[src/rtl/core/pbnc_pkg.sv]
`timescale 1ns / 1ps
// Shared types, register indexes and helpers of the palette builder.
package pbnc_pkg;

  localparam int COLOR_W = 8;
  localparam int LIMIT_W = 9;
  localparam int THR_W   = 18;
  localparam int DIST_W  = 18;
  localparam int IDX8_W  = 8;

  localparam logic CFG_COLOR_LIMIT = 1'b0;
  localparam logic CFG_MERGE_THR   = 1'b1;

  localparam logic [LIMIT_W-1:0] LIMIT_RESET = 9'd256;

  typedef enum logic [1:0] {
    MODE_ADD    = 2'd0,
    MODE_LOOKUP = 2'd1,
    MODE_READ   = 2'd2,
    MODE_CLEAR  = 2'd3
  } pbnc_mode_t;

  typedef struct packed {
    pbnc_mode_t          mode;
    logic [COLOR_W-1:0]  red;
    logic [COLOR_W-1:0]  green;
    logic [COLOR_W-1:0]  blue;
    logic [IDX8_W-1:0]   entry_index;
    logic                exact_hit;
    logic [IDX8_W-1:0]   exact_idx;
    logic                merge_hit;
    logic                near_hit;
    logic [DIST_W-1:0]   best_dist;
    logic [IDX8_W-1:0]   near_idx;
    logic [COLOR_W-1:0]  rd_red;
    logic [COLOR_W-1:0]  rd_green;
    logic [COLOR_W-1:0]  rd_blue;
  } pbnc_tok_t;

  function automatic logic [2*COLOR_W-1:0] sq_diff(input logic [COLOR_W-1:0] a,
                                                   input logic [COLOR_W-1:0] b);
    logic [COLOR_W-1:0] d;
    d = (a > b) ? (a - b) : (b - a);
    return {{COLOR_W{1'b0}}, d} * {{COLOR_W{1'b0}}, d};
  endfunction

endpackage

[src/rtl/core/pbnc_cell.sv]
`timescale 1ns / 1ps
// One palette cell: holds an entry and updates the passing search token.
module pbnc_cell #(
  parameter int IDX   = 0,
  parameter int CNT_W = 9
) (
  input  logic                              clk,
  input  pbnc_pkg::pbnc_tok_t               tok_i,
  output pbnc_pkg::pbnc_tok_t               tok_o,
  input  logic [CNT_W-1:0]                  count,
  input  logic [pbnc_pkg::THR_W-1:0]        threshold,
  input  logic                              wr_en,
  input  logic [3*pbnc_pkg::COLOR_W-1:0]    wr_color
);
  import pbnc_pkg::*;

  localparam logic [CNT_W-1:0]  MY_IDX   = CNT_W'(IDX);
  localparam logic [IDX8_W-1:0] SHORT_IDX = IDX8_W'(IDX);
  localparam bit                READABLE = (IDX < 256);

  logic [3*COLOR_W-1:0] entry_r;
  pbnc_tok_t            tok_r;
  pbnc_tok_t            tok_nxt;
  logic [DIST_W-1:0]    sq_dist;
  logic                 live;

  always_comb begin
    sq_dist = DIST_W'(sq_diff(entry_r[23:16], tok_i.red))
            + DIST_W'(sq_diff(entry_r[15:8], tok_i.green))
            + DIST_W'(sq_diff(entry_r[7:0], tok_i.blue));
    live = count > MY_IDX;
    tok_nxt = tok_i;
    if (live) begin
      if (!tok_i.exact_hit && entry_r == {tok_i.red, tok_i.green, tok_i.blue}) begin
        tok_nxt.exact_hit = 1'b1;
        tok_nxt.exact_idx = SHORT_IDX;
      end
      if (threshold > sq_dist) begin
        tok_nxt.merge_hit = 1'b1;
      end
      if (!tok_i.near_hit || sq_dist < tok_i.best_dist) begin
        tok_nxt.near_hit  = 1'b1;
        tok_nxt.best_dist = sq_dist;
        tok_nxt.near_idx  = SHORT_IDX;
      end
      if (READABLE && tok_i.entry_index == SHORT_IDX) begin
        tok_nxt.rd_red   = entry_r[23:16];
        tok_nxt.rd_green = entry_r[15:8];
        tok_nxt.rd_blue  = entry_r[7:0];
      end
    end
  end

  always_ff @(posedge clk) begin
    tok_r <= tok_nxt;
    if (wr_en && count == MY_IDX) begin
      entry_r <= wr_color;
    end
  end

  assign tok_o = tok_r;

endmodule

[config.mk]
export PLATFORM = sky130hd
export DESIGN_NAME = pbnc_cell
export DESIGN_NICKNAME = d
export VERILOG_FILES = /design/src/rtl/core/pbnc_pkg.sv /design/src/rtl/core/pbnc_cell.sv
export SDC_FILE = /design/constraint.sdc
export NUM_CORES = 1
export LEC_CHECK = 0
export BUFFER_PORTS_ARGS = -buffer_cell sky130_fd_sc_hd__buf_2
export CAP_MARGIN = 20
export CELL_PAD_IN_SITES_DETAIL_PLACEMENT = 2
export CELL_PAD_IN_SITES_GLOBAL_PLACEMENT = 2
export CORE_ASPECT_RATIO = 0.5
export CORE_MARGIN = 5
export CORE_UTILIZATION = 35
export DETAILED_ROUTE_END_ITERATION = 12
export GPL_TIMING_DRIVEN = 1
export PLACE_DENSITY_LB_ADDON = 0.1
export RECOVER_POWER = 100
export SYNTH_ARGS = -nofsm -noshare
export SYNTH_HDL_FRONTEND = slang
export SYNTH_SLANG_ARGS = --single-unit
[constraint.sdc]
create_clock -name clk -period 11.8 [get_ports clk]
set_clock_uncertainty 0.05 [all_clocks]
set_input_delay 1.18 -clock clk [delete_from_list [all_inputs] [get_ports clk]]
set_output_delay 1.18 -clock clk [all_outputs]
set_load 0.02 [all_outputs]
==> run metrics <==
vias in the first global route 11.2k; top cell type's share of synthesized area 0.235; GR Overflow Total 0; share of cells above drive strength 1 0.163; first-pass GRT wire length 61.0 mm; PortBufs 242; share of the yosys chip area belonging to registers 0.224; critical path class primary input to flip-flop; Sinks on Clock Net 119; FF-to-FF Start entry_r[16]$_DFFE_PP_; Total GRT Usage 0.207; TritonCTS Buffers 17; synth warn 0; Final Hold Viols 0; outcome complete, but fails checks; H-tree levels 4; Core ar. 33000 um2; critical path's slowest cell fa_1; commonest register cell after synthesis dfxtp_1; Post-Layout Cell Count 1943; largest net degree at the start of global routing 26; Max transition margin -0.0118; antenna violations before repair 0; top-count cell post-synth inv_1; hold_buf cts 0; reg2reg setup slack 0.87 ns; fmax 0.0891 GHz; XOR/XNOR Fraction of Synth Area 0.0231; final worst path period share 0.951; Post-Syn Area 11700 um2; synth top area cells fa_1 (24%), ha_1 (16%), dfxtp_1 (16%); Clock transition at path regs 0.07 ns; Hold Crit Class flip-flop to flip-flop; buffers and inverters on the worst path 8; post-synthesis mux area share 0.0609; HPWL after DPL 32.4 mm; failing checks capacitance limit, slew limit; Nets 1928; CP Capture Point tok_o[49]$_DFF_P_; post-cts resize count 0; fillers 3672; reg2reg path depth 41; die width 269 um; routed via count 9369; Post CTS Setup Buffer Count 0; Post-Place Cells 1910; P&R area growth vs syn 20.3%; Least-Margin Pin Slew 1.52 ns; Routed Antenna Nets 0; wire per inst 19.6 um; first-pass iteration count of the detailed router 4; die area 37500 um2; DRT Wirelength 38.2 mm; vias per cell 4.82; Crit. End Element flip-flop; ys async rst share 0; CTS tree yes; Adder-Cell Fraction of Synth Area 0.401; CP startpoint kind primary input; largest fanout on the critical path 25; CP peak stage delay 0.54 ns; final setup vio count 0; GPL Wtd Cong 0.838; Synth Area per Inst 9.70 um2; Post-synth EDFFs 24; largest family of logic cells by synthesized area adder cells; Area after DPL 13700 um2; CP arrival 11.50 ns; r2r endpoint tok_o[49]$_DFF_P_; worst hold margin 0.456 ns; RSZ-0062 raised after global routing no; Synth Area in Compound Gates 0.0869; Root Driver clkbuf_16; syn nets 1650; DRC errors left 0; Crit. Startpoint tok_i[85]; Top Ports 243; worst-skew pair later-pin latency 0.44 ns; Rows 47; Synth Instances 1210; Final Cell Area 14100 um2; Crit. path cell count 41; cell taking the most area after synthesis fa_1; Max clock buf depth 2; Starting Density 0.355; Max Cap Viol 1; initial drt markers 287; Die Span Y 139 um; Synth Area in Simple Gates 0.0997; Final Critical Period 11.23 ns; max-slew violations 25; CP Data Required Time 12.07 ns; Yosys reg bits 119; most used cell, CP fa_1; commonest cells in the synthesized netlist inv_1 (301), ha_1 (154), fa_1 (138), dfxtp_1 (95), nor2_1 (68); post-synthesis cell type count 64; CP delay by family, top adder cells
## how the worst min path moves through the flow
stage          depth (start not counted)  slack (ns)                 to                   from
2_1_floorplan                          1        0.43  tok_o[15]$_DFF_P_  entry_r[15]$_DFFE_PP_
3_3_place_gp                           1        0.46  tok_o[23]$_DFF_P_  entry_r[23]$_DFFE_PP_
3_5_place_dp                           1        0.46  tok_o[23]$_DFF_P_  entry_r[23]$_DFFE_PP_
4_1_cts                                1        0.46  tok_o[23]$_DFF_P_  entry_r[23]$_DFFE_PP_
5_1_grt                                1        0.48  tok_o[23]$_DFF_P_  entry_r[23]$_DFFE_PP_
6_report                               1        0.46  tok_o[23]$_DFF_P_  entry_r[23]$_DFFE_PP_
## routing by layer
layer / track usage / share of wire / vias up
met5: 0 / 0 / -
met4: 0.0367 / 0.011 / 0
met3: 0.0415 / 0.048 / 28
met2: 0.368 / 0.49 / 207
met1: 0.266 / 0.45 / 4712
li1: - / - / 4422
## per-stage QoR
step           setup WS [ns]  utilization  TNS [ns]
4_1_cts                0.151        0.431         0
3_5_place_dp          -0.198        0.413     -2.04
2_1_floorplan           1.06            -         0
3_3_place_gp           0.190        0.413         0
6_report               0.573        0.427         0
5_1_grt               0.0302        0.427         0
## state kept, by name (all words and copies together), names as in the netlist
signal	cells
tok_o	95
entry_r	24
## cell type report
type	instances	area [um2]	share of cell area
inverter	301	1130	0.0801
antenna	1	2.50	0.000177
sequential	119	2620	0.186
clock inverter	13	121	0.00860
multi-input combinational	772	7930	0.562
timing repair buffer	277	1320	0.0933
clock buffer	19	443	0.0314
tap	441	552	0.0391
## layout by cell type (no fill, tap or decap), types with 11 or more instances in the layout
master / n
dfxtp_1: 95
ha_1: 154
a21o_1: 28
and2_1: 18
nand4_1: 12
nand2_1: 35
fa_1: 138
nand2b_1: 12
o21ai_0: 22
mux2i_1: 31
a21oi_1: 33
xor2_1: 13
xnor2_1: 16
buf_4: 33
buf_2: 122
clkbuf_1: 123
a211oi_1: 12
nor3_1: 20
nand3_1: 11
edfxtp_1: 24
clkbuf_16: 17
nor2_1: 67
inv_1: 301
mux2_2: 34
## kinds of logic (layout without fill, tap and decap cells)
logic type	Yosys count	in the layout
buffers and inverters	319	610
adder cells (fa/ha/maj)	294	294
AND/OR/NAND/NOR	231	231
AO/OA/AOI/OAI	149	149
flip-flops	119	119
multiplexers	67	67
XOR/XNOR	31	31
other	0	1
## worst register-to-register path: cells and delay by family (launching register included)
kind	cells	cell delay, ns
buffers and inverters	8	0.83
and+or+nand+nor	7	1.55
AOI/OAI and AO/OA	11	2.19
xor gates and xnor gates	1	0.20
adders and majority gates	12	5.10
DFF	1	0.47
muxes	2	0.44
Power is left out: the tool's default activity adds up to more than one toggle a clock period on the data nets, which glitch-free logic cannot reach.
